File: src/hdl/spsq_pkg.sv
// ----------------------------------------------------------------------------
// Stepper phase sequencer package
// Shared types, opcodes, reset values and coil pattern tables.
// ----------------------------------------------------------------------------
package spsq_pkg;

  localparam int unsigned IntervalW = 17;
  localparam int unsigned StepsW    = 16;
  localparam int unsigned CountW    = 32;
  localparam int unsigned PhaseW    = 3;
  localparam int unsigned CoilW     = 4;
  localparam int unsigned CfgIdxW   = 1;

  localparam logic [IntervalW-1:0] IntervalReset = IntervalW'(4000);
  localparam logic [IntervalW-1:0] ElapsedMax    = {IntervalW{1'b1}};

  typedef enum logic [2:0] {
    OP_TICK  = 3'd0,
    OP_MOVE  = 3'd1,
    OP_RUN   = 3'd2,
    OP_STOP  = 3'd3,
    OP_CLEAR = 3'd4
  } opcode_e;

  typedef enum logic [CfgIdxW-1:0] {
    REG_STEP_INTERVAL = 1'b0,
    REG_HALF_STEP     = 1'b1
  } cfg_reg_e;

  typedef struct packed {
    logic [IntervalW-1:0] step_interval;
    logic                 half_step;
  } cfg_t;

  typedef struct packed {
    logic [PhaseW-1:0]    phase;
    logic                 dir;
    logic                 run;
    logic                 cont;
    logic [StepsW-1:0]    steps_left;
    logic [IntervalW-1:0] elapsed;
    logic [CountW-1:0]    count;
    logic [CoilW-1:0]     coil;
  } state_t;

  typedef struct packed {
    logic [CoilW-1:0]  coil_pattern;
    logic              motor_running;
    logic              step_taken;
    logic [PhaseW-1:0] phase_now;
    logic [CountW-1:0] total_steps_done;
  } result_t;

  function automatic logic [CoilW-1:0] half_coil(input logic [2:0] p);
    logic [CoilW-1:0] c;
    unique case (p)
      3'd0:    c = 4'b0001;
      3'd1:    c = 4'b0011;
      3'd2:    c = 4'b0010;
      3'd3:    c = 4'b0110;
      3'd4:    c = 4'b0100;
      3'd5:    c = 4'b1100;
      3'd6:    c = 4'b1000;
      default: c = 4'b1001;
    endcase
    return c;
  endfunction

  function automatic logic [CoilW-1:0] full_coil(input logic [1:0] p);
    logic [CoilW-1:0] c;
    unique case (p)
      2'd0:    c = 4'b0011;
      2'd1:    c = 4'b0110;
      2'd2:    c = 4'b1100;
      default: c = 4'b1001;
    endcase
    return c;
  endfunction

endpackage

File: src/hdl/stepper_phase_sequencer.sv
// ----------------------------------------------------------------------------
// Stepper phase sequencer
// Four-coil unipolar stepper driver with full-step and half-step tables.
// ----------------------------------------------------------------------------
// Each input transaction is either a one-microsecond tick or a command (move
// a number of steps, run continuously, stop, clear the step counter). Every
// input transaction yields exactly one output transaction carrying the coil
// drive pattern, the running flag, whether a step was taken, the phase index
// and the 32-bit step count, all as they stand after the transaction.
// Both channels use valid and stall. An input transaction is captured into
// an input register; once the output register is free, the step logic
// applies it to the motor state and the result is loaded into the output
// register, from which it is presented. One transaction can be accepted in
// every cycle while the receiver does not stall.
// When the receiver stalls, the output register holds its result; the input
// register drains into it as soon as the stall is released, so at most one
// further transaction is taken before the input side stalls too.
// Configuration writes (step interval, half-step mode) take effect at once.
// The user makes them only while the block is idle; it does not enforce this.
// A mode write restarts the phase at zero and leaves the coils as they are.
// Reset clears the motor state: coils off, phase zero, stopped, count zero,
// interval 4000 ticks, full-step mode.
// ----------------------------------------------------------------------------
module stepper_phase_sequencer (
  input  logic                            clk_i,
  input  logic                            rst_ni,
  // Configuration write port
  input  logic                            cfg_we_i,
  input  logic [spsq_pkg::CfgIdxW-1:0]    cfg_idx_i,
  input  logic [spsq_pkg::IntervalW-1:0]  cfg_data_i,
  // Input channel
  input  logic                            in_valid_i,
  output logic                            in_stall_o,
  input  logic [2:0]                      opcode_i,
  input  logic                            turn_direction_i,
  input  logic [spsq_pkg::StepsW-1:0]     step_total_i,
  // Output channel
  output logic                            out_valid_o,
  input  logic                            out_stall_i,
  output logic [spsq_pkg::CoilW-1:0]      coil_pattern_o,
  output logic                            motor_running_o,
  output logic                            step_taken_o,
  output logic [spsq_pkg::PhaseW-1:0]     phase_now_o,
  output logic [spsq_pkg::CountW-1:0]     total_steps_done_o
);

  spsq_pkg::cfg_t    cfg;
  logic              phase_clr;
  spsq_pkg::state_t  state_q, state_d, state_nxt;
  spsq_pkg::result_t res, res_q;

  logic                        in_valid_q;
  logic [2:0]                  opcode_q;
  logic                        dir_q;
  logic [spsq_pkg::StepsW-1:0] total_q;
  logic                        out_valid_q;
  logic                        out_free;
  logic                        fire;
  logic                        in_take;

  spsq_cfg u_cfg (
    .clk_i       (clk_i),
    .rst_ni      (rst_ni),
    .cfg_we_i    (cfg_we_i),
    .cfg_idx_i   (cfg_idx_i),
    .cfg_data_i  (cfg_data_i),
    .cfg_o       (cfg),
    .phase_clr_o (phase_clr)
  );

  spsq_step u_step (
    .state_i          (state_q),
    .cfg_i            (cfg),
    .opcode_i         (opcode_q),
    .turn_direction_i (dir_q),
    .step_total_i     (total_q),
    .state_o          (state_nxt),
    .result_o         (res)
  );

  // The output register is free when empty or being emptied this cycle.
  assign out_free   = !out_valid_q || !out_stall_i;
  // The held transaction is applied to the state when it can move on.
  assign fire       = in_valid_q && out_free;
  assign in_stall_o = in_valid_q && !out_free;
  assign in_take    = in_valid_i && !in_stall_o;

  always_comb begin
    state_d = fire ? state_nxt : state_q;
    if (phase_clr) begin
      state_d.phase = '0;
    end
  end

  always_ff @(posedge clk_i or negedge rst_ni) begin
    if (!rst_ni) begin
      state_q     <= '0;
      in_valid_q  <= 1'b0;
      out_valid_q <= 1'b0;
    end else begin
      state_q <= state_d;
      if (!in_stall_o) begin
        in_valid_q <= in_valid_i;
      end
      if (out_free) begin
        out_valid_q <= in_valid_q;
      end
    end
  end

  // Payload registers carry no reset; their valid bits qualify them.
  always_ff @(posedge clk_i) begin
    if (in_take) begin
      opcode_q <= opcode_i;
      dir_q    <= turn_direction_i;
      total_q  <= step_total_i;
    end
    if (fire) begin
      res_q <= res;
    end
  end

  assign out_valid_o        = out_valid_q;
  assign coil_pattern_o     = res_q.coil_pattern;
  assign motor_running_o    = res_q.motor_running;
  assign step_taken_o       = res_q.step_taken;
  assign phase_now_o        = res_q.phase_now;
  assign total_steps_done_o = res_q.total_steps_done;

  // A stopped motor always has its coils switched off.
  a_stopped_coils_off: assert property (@(posedge clk_i) disable iff (!rst_ni)
    !state_q.run |-> (state_q.coil == '0))
    else $error("coils energised while the motor is stopped");

  // A continuous run never carries a remaining step count.
  a_cont_no_steps: assert property (@(posedge clk_i) disable iff (!rst_ni)
    state_q.cont |-> (state_q.run && (state_q.steps_left == '0)))
    else $error("continuous run with steps outstanding");

  // A finite move that is still running has steps left to take.
  a_move_has_steps: assert property (@(posedge clk_i) disable iff (!rst_ni)
    (state_q.run && !state_q.cont) |-> (state_q.steps_left != '0))
    else $error("finite move running with no steps left");

  // The phase index stays inside the active table.
  a_phase_range: assert property (@(posedge clk_i) disable iff (!rst_ni)
    !cfg.half_step |-> (state_q.phase[2] == 1'b0))
    else $error("phase index outside the full-step table");

  // A step advances the step count by exactly one.
  a_step_counts: assert property (@(posedge clk_i) disable iff (!rst_ni)
    (fire && res.step_taken) |=>
      (state_q.count == $past(state_q.count) + 1'b1))
    else $error("step taken without a single count increment");

endmodule

File: src/hdl/spsq_cfg.sv
// ----------------------------------------------------------------------------
// Stepper phase sequencer configuration registers
// Holds the step interval and the half-step mode bit.
// ----------------------------------------------------------------------------
module spsq_cfg (
  input  logic                            clk_i,
  input  logic                            rst_ni,
  input  logic                            cfg_we_i,
  input  logic [spsq_pkg::CfgIdxW-1:0]    cfg_idx_i,
  input  logic [spsq_pkg::IntervalW-1:0]  cfg_data_i,
  output spsq_pkg::cfg_t                  cfg_o,
  output logic                            phase_clr_o
);

  spsq_pkg::cfg_t cfg_q, cfg_d;

  always_comb begin
    cfg_d       = cfg_q;
    phase_clr_o = 1'b0;
    if (cfg_we_i) begin
      unique case (spsq_pkg::cfg_reg_e'(cfg_idx_i))
        spsq_pkg::REG_STEP_INTERVAL: cfg_d.step_interval = cfg_data_i;
        spsq_pkg::REG_HALF_STEP: begin
          // A mode write restarts the phase in the new table.
          cfg_d.half_step = cfg_data_i[0];
          phase_clr_o     = 1'b1;
        end
        default: cfg_d = cfg_q;
      endcase
    end
  end

  always_ff @(posedge clk_i or negedge rst_ni) begin
    if (!rst_ni) begin
      cfg_q.step_interval <= spsq_pkg::IntervalReset;
      cfg_q.half_step     <= 1'b0;
    end else begin
      cfg_q <= cfg_d;
    end
  end

  assign cfg_o = cfg_q;

endmodule

File: src/hdl/spsq_step.sv
// ----------------------------------------------------------------------------
// Stepper phase sequencer step logic
// Applies one transaction to the motor state and forms its result.
// ----------------------------------------------------------------------------
module spsq_step (
  input  spsq_pkg::state_t               state_i,
  input  spsq_pkg::cfg_t                 cfg_i,
  input  logic [2:0]                     opcode_i,
  input  logic                           turn_direction_i,
  input  logic [spsq_pkg::StepsW-1:0]    step_total_i,
  output spsq_pkg::state_t               state_o,
  output spsq_pkg::result_t              result_o
);

  logic [spsq_pkg::IntervalW-1:0] elapsed_inc;
  logic [spsq_pkg::PhaseW-1:0]    len_last;
  logic [spsq_pkg::PhaseW-1:0]    phase_nxt;
  logic                           at_end;
  logic                           stepped;

  assign elapsed_inc = (state_i.elapsed < spsq_pkg::ElapsedMax) ?
                       state_i.elapsed + 1'b1 : state_i.elapsed;
  assign len_last    = cfg_i.half_step ? 3'd7 : 3'd3;

  always_comb begin
    at_end = (state_i.phase >= len_last);
    if (!state_i.dir) begin
      phase_nxt = at_end ? '0 : state_i.phase + 1'b1;
    end else begin
      phase_nxt = ((state_i.phase == '0) || (state_i.phase > len_last)) ?
                  len_last : state_i.phase - 1'b1;
    end
  end

  always_comb begin
    state_o = state_i;
    stepped = 1'b0;
    unique case (opcode_i)
      spsq_pkg::OP_TICK: begin
        if (state_i.run) begin
          state_o.elapsed = elapsed_inc;
          if (elapsed_inc >= cfg_i.step_interval) begin
            stepped         = 1'b1;
            state_o.phase   = phase_nxt;
            state_o.coil    = cfg_i.half_step ? spsq_pkg::half_coil(phase_nxt)
                                              : spsq_pkg::full_coil(phase_nxt[1:0]);
            state_o.count   = state_i.count + 1'b1;
            state_o.elapsed = '0;
            if (!state_i.cont && (state_i.steps_left != '0)) begin
              state_o.steps_left = state_i.steps_left - 1'b1;
              if (state_i.steps_left == spsq_pkg::StepsW'(1)) begin
                state_o.run  = 1'b0;
                state_o.cont = 1'b0;
                state_o.coil = '0;
              end
            end
          end
        end
      end
      spsq_pkg::OP_MOVE: begin
        if (step_total_i != '0) begin
          state_o.dir        = turn_direction_i;
          state_o.steps_left = step_total_i;
          state_o.cont       = 1'b0;
          state_o.run        = 1'b1;
          state_o.elapsed    = '0;
        end
      end
      spsq_pkg::OP_RUN: begin
        state_o.dir        = turn_direction_i;
        state_o.steps_left = '0;
        state_o.cont       = 1'b1;
        state_o.run        = 1'b1;
        state_o.elapsed    = '0;
      end
      spsq_pkg::OP_STOP: begin
        state_o.run        = 1'b0;
        state_o.cont       = 1'b0;
        state_o.steps_left = '0;
        state_o.coil       = '0;
      end
      spsq_pkg::OP_CLEAR: state_o.count = '0;
      default:            state_o = state_i;
    endcase
  end

  assign result_o.coil_pattern     = state_o.coil;
  assign result_o.motor_running    = state_o.run;
  assign result_o.step_taken       = stepped;
  assign result_o.phase_now        = state_o.phase;
  assign result_o.total_steps_done = state_o.count;

endmodule
File: config.mk
export PLATFORM = sky130hd
export DESIGN_NAME = stepper_phase_sequencer
export DESIGN_NICKNAME = d
export VERILOG_FILES = /design/src/hdl/spsq_pkg.sv /design/src/hdl/stepper_phase_sequencer.sv /design/src/hdl/spsq_cfg.sv /design/src/hdl/spsq_step.sv
export SDC_FILE = /design/constraint.sdc
export NUM_CORES = 1
export LEC_CHECK = 0
export CORE_MARGIN = 2
export CORE_UTILIZATION = 45
export CTS_BUF_LIST = sky130_fd_sc_hd__clkbuf_16
export CTS_CLUSTER_SIZE = 8
export DETAILED_ROUTE_END_ITERATION = 12
export DONT_BUFFER_PORTS = 1
export GPL_ROUTABILITY_DRIVEN = 0
export GPL_TIMING_DRIVEN = 0
export HOLD_SLACK_MARGIN = 0.12
export SLEW_MARGIN = 10
export SYNTH_ARGS = -nofsm -noshare
export SYNTH_HDL_FRONTEND = slang
export SYNTH_HIERARCHICAL = 1
export SYNTH_SLANG_ARGS = --single-unit
File: constraint.sdc
create_clock -name clk_i -period 3.9 [get_ports clk_i]
set_input_delay 0 -clock clk_i [delete_from_list [all_inputs] [get_ports clk_i]]
set_output_delay 0 -clock clk_i [all_outputs]
set_load 0.02 [all_outputs]
==> out/qor.csv <==
metric;value;unit
status;finished with violations;
cells after synthesis;852;
worst skew pair latency;0.43;ns
CP required;4.26;ns
worst reg2reg path startpoint;state_q[45]$_DFFE_PN0P_;
layout cells sized above 1;38.36;%
Ant. Diodes;0;
ys async rst share;60.90;%
failing checks;setup timing;
via count;7160;
Power Dens Cells;373.7;nW/µm²
Root Driver;clkbuf_16;
Mapped Area;9463;µm²
Initial Util;45.45;%
VDD IR-drop max;0.2734;mV
flop-to-flop setup slack;-0.12;ns
vias in the first global route;6887;
worst hold path class;input pin to asynchronous set/reset pin;
CTS tree;built;
first-pass detailed-route iteration total;5;
Ys Warns;6;
fill count;1736;
unique cell type count in the Yosys netlist;84;
placed cell count;1127;
area leader, netlist;dfrtp_1;
Max-slew headroom;39.25;%
reg2reg end;state_q[28]$_DFFE_PN0P_;
Reg2Reg Depth;19;
largest net degree at the start of global routing;96;
Max Fclk;248.7;MHz
clk sinks;156;
Clk pwr share;36.9;%
Post-synth EDFFs;61;
Worst-Margin Slew;0.9113;ns
Max Cap Viol;0;
kind of critical path;register to register;
top cell type's share of synthesized area;23.54;%
Die ar.;22200;µm²
final setup margin;-0.1208;ns
CP Launch Type;register;
Power Total;0.004623;W
cell leakage power;5.133;nW
Chip Width;149.0;µm
Detailed Route WL;23710;µm
die outline height;149.0;µm
CTS buffer count;17;
GR Util All Layers;20.71;%
arrival time at the worst endpoint;4.38;ns
Most used DFF post-synth;dfrtp_1;
synthesis-to-finish area growth;30.73;%
initial antenna violation count;0;
Final setup viols;12;
sequential power share;43.5;%
io pins;86;
PortBufs;0;
syn avg cell area;11.11;µm²
Post-Layout Cell Count;1263;
RSZ-0062 raised after global routing;true;
combinational power share;19.6;%
top post-synthesis cells by area;dfrtp_1 24%, edfxtp_1 19%, mux2_4 7.3%, mux2_2 5.7%, ha_1 4.0%;
Placement Rows;53;
DRC viols;0;
final hold vios;0;
clk slew on worst S/H paths;0.06;ns
detailed-route wire length per cell;18.78;µm
total gr overflow;0;
DP HPWL;14640;µm
Cell Int Power;0.003265;W
crit-path max FO;7;
minimum clock period;4.021;ns
syn nets;925;
total core area;20820;µm²
CTS max path bufs;2;
Setup Skew;0.009285;ns
pins over their slew limit;0;
final core utilization;59.41;%
global-route wire length before repair;36110;µm
sequential fraction of the synthesis area;44.56;%
crit end category;register;
Final Cycle Share;103.1;%
Final ANT Viol Nets;0;
switching share of power;29.36;%
#FFs+latches synth;156;
routed vias/inst;5.669;
Final Hold Slack;0.1516;ns
switching power;0.001357;W
Detailed Route Iter0 Violations;448;
# H-tree levels;4;
final net count;1048;
==> cell type report <==
cell class	count	area (µm²)	share of cell area [%]
Tap cell	275	344.1	2.781
Clock inverter	15	171.4	1.386
Multi-Input combinational cell	573	5280	42.68
Buffer	58	544.3	4.400
Clock buffer	17	425.4	3.439
Inverter	45	171.4	1.386
Sequential cell	156	4227	34.17
Timing Repair Buffer	124	1207	9.760
==> layout by cell type (no fill, tap or decap), types with 8 or more instances in the layout <==
cell | Yosys | final
o21ai_4 | 0 | 9
a31oi_1 | 9 | 9
nand2b_1 | 14 | 14
o21ai_1 | 3 | 11
or3_1 | 25 | 16
buf_4 | 45 | 67
dfrtp_1 | 89 | 81
clkbuf_1 | 12 | 10
or3_4 | 0 | 9
o21ai_0 | 45 | 17
dlygate4sd3_1 | 0 | 60
inv_1 | 45 | 44
clkbuf_16 | 0 | 18
nand4_1 | 10 | 10
mux2_2 | 48 | 37
o21ai_2 | 0 | 11
ha_1 | 30 | 27
nor2_1 | 28 | 25
nand3_1 | 24 | 22
buf_12 | 5 | 10
and2_1 | 9 | 9
a21oi_1 | 44 | 15
a21oi_2 | 1 | 25
mux2i_1 | 9 | 9
xor2_1 | 10 | 8
and3_1 | 9 | 8
edfxtp_1 | 61 | 61
dfrtp_2 | 0 | 8
xnor2_1 | 12 | 10
nand2_1 | 54 | 52
mux2_4 | 46 | 57
a22o_1 | 11 | 11
nor4_1 | 12 | 12
nor3_1 | 9 | 8
buf_6 | 3 | 22
==> power by group through the flow <==
stage	clock network (W)	registers [W]	logic, W
after global routing	0.00181	0.00203	0.000984
after floorplan	0	0.00200	0.000580
after detailed placement	0	0.00203	0.000716
after global placement	0	0.00203	0.000710
after CTS	0.00174	0.00201	0.000842
final	0.00171	0.00201	0.000905
==> cells by family (layout without fill, tap and decap cells) <==
kind of cell	Yosys count	after routing	synth area share (%)
buffers and inverters	123	259	7.999
AND/OR/NAND/NOR	233	233	14.00
flip-flops	156	156	44.56
AO/OA/AOI/OAI	185	185	13.47
XOR/XNOR	22	22	2.036
adder cells (fa/ha/maj)	30	30	3.967
multiplexers	103	103	13.96
==> sequential cells by signal, indices dropped and copies added, names as in the netlist <==
register,flops
u_cfg/cfg_o,18
out_valid_o,1
step_taken_o,1
dir_q,1
total_q,16
opcode_q,3
coil_pattern_o,4
in_valid_q,1
motor_running_o,1
phase_now_o,3
total_steps_done_o,32
state_q,75
==> worst max path at each step <==
stage | start | end | slack [ns] | cells after the start
CTS | state_q[50]$_DFFE_PN0P_ | state_q[4]$_DFFE_PN0P_ | -0.03 | 18
finish | state_q[45]$_DFFE_PN0P_ | state_q[28]$_DFFE_PN0P_ | -0.12 | 19
global placement | state_q[39]$_DFFE_PN0P_ | state_q[2]$_DFFE_PN0P_ | -0.75 | 16
global route | state_q[50]$_DFFE_PN0P_ | state_q[28]$_DFFE_PN0P_ | -0.22 | 19
detailed placement | state_q[39]$_DFFE_PN0P_ | state_q[1]$_DFFE_PN0P_ | -0.74 | 16
floorplan | state_q[50]$_DFFE_PN0P_ | state_q[4]$_DFFE_PN0P_ | 0.02 | 16
==> worst max-delay path, cell delays in order, from the launching register on <==
cell and delay [ns]:
dfrtp_1 0.38, buf_6 0.11, and4_4 0.23, nand3_4 0.08, o31a_1 0.27, and2_4 0.18, and4_4 0.16, xor2_4 0.16
ha_4 0.28, buf_6 0.08, nand4_1 0.16, a31o_2 0.30, a21oi_4 0.17, buf_12 0.15, o211ai_4 0.17, buf_6 0.18
or4_4 0.49, a21oi_4 0.17, buf_6 0.12, mux2_4 0.12
==> layer usage <==
layer | track usage, % | up-vias | share of wire (%)
met2 | 33.50 | 184 | 48
met1 | 28.57 | 3553 | 46
met4 | 7.000 | 0 | 1.9
met3 | 3.119 | 38 | 3.5
met5 | 0 | - | 0
li1 | - | 3385 | -
==> timing repair <==
action | CTS | global route
hold buffers | 61 | 0
cloned | 2 | 1
endpoints found under the hold margin | 174 | 0
resized for setup | 68 | 178
buffers inserted | 26 | 35
endpoints found under the setup margin | 114 | 113
pin swaps | 20 | 66
==> per-stage QoR <==
stage	cell area (µm²)	setup WS [ns]	TNS, ns
2_1_floorplan	9463	0.02067	0
3_3_place_gp	9807	-0.7458	-48.54
3_5_place_dp	9807	-0.7427	-47.84
4_1_cts	11460	-0.02641	-0.04023
5_1_grt	12370	-0.2181	-3.909
6_report	12370	-0.1208	-0.5185
==> synth_stat cells, drive strengths merged, types with 24 or more instances <==
cell,n
mux2,94
dfrtp,89
buf,63
edfxtp,61
nand2,54
o21ai,48
a21oi,46
inv,45
ha,30
nor2,29
or3,25
nand3,24
(Power assumes the default switching activity.)
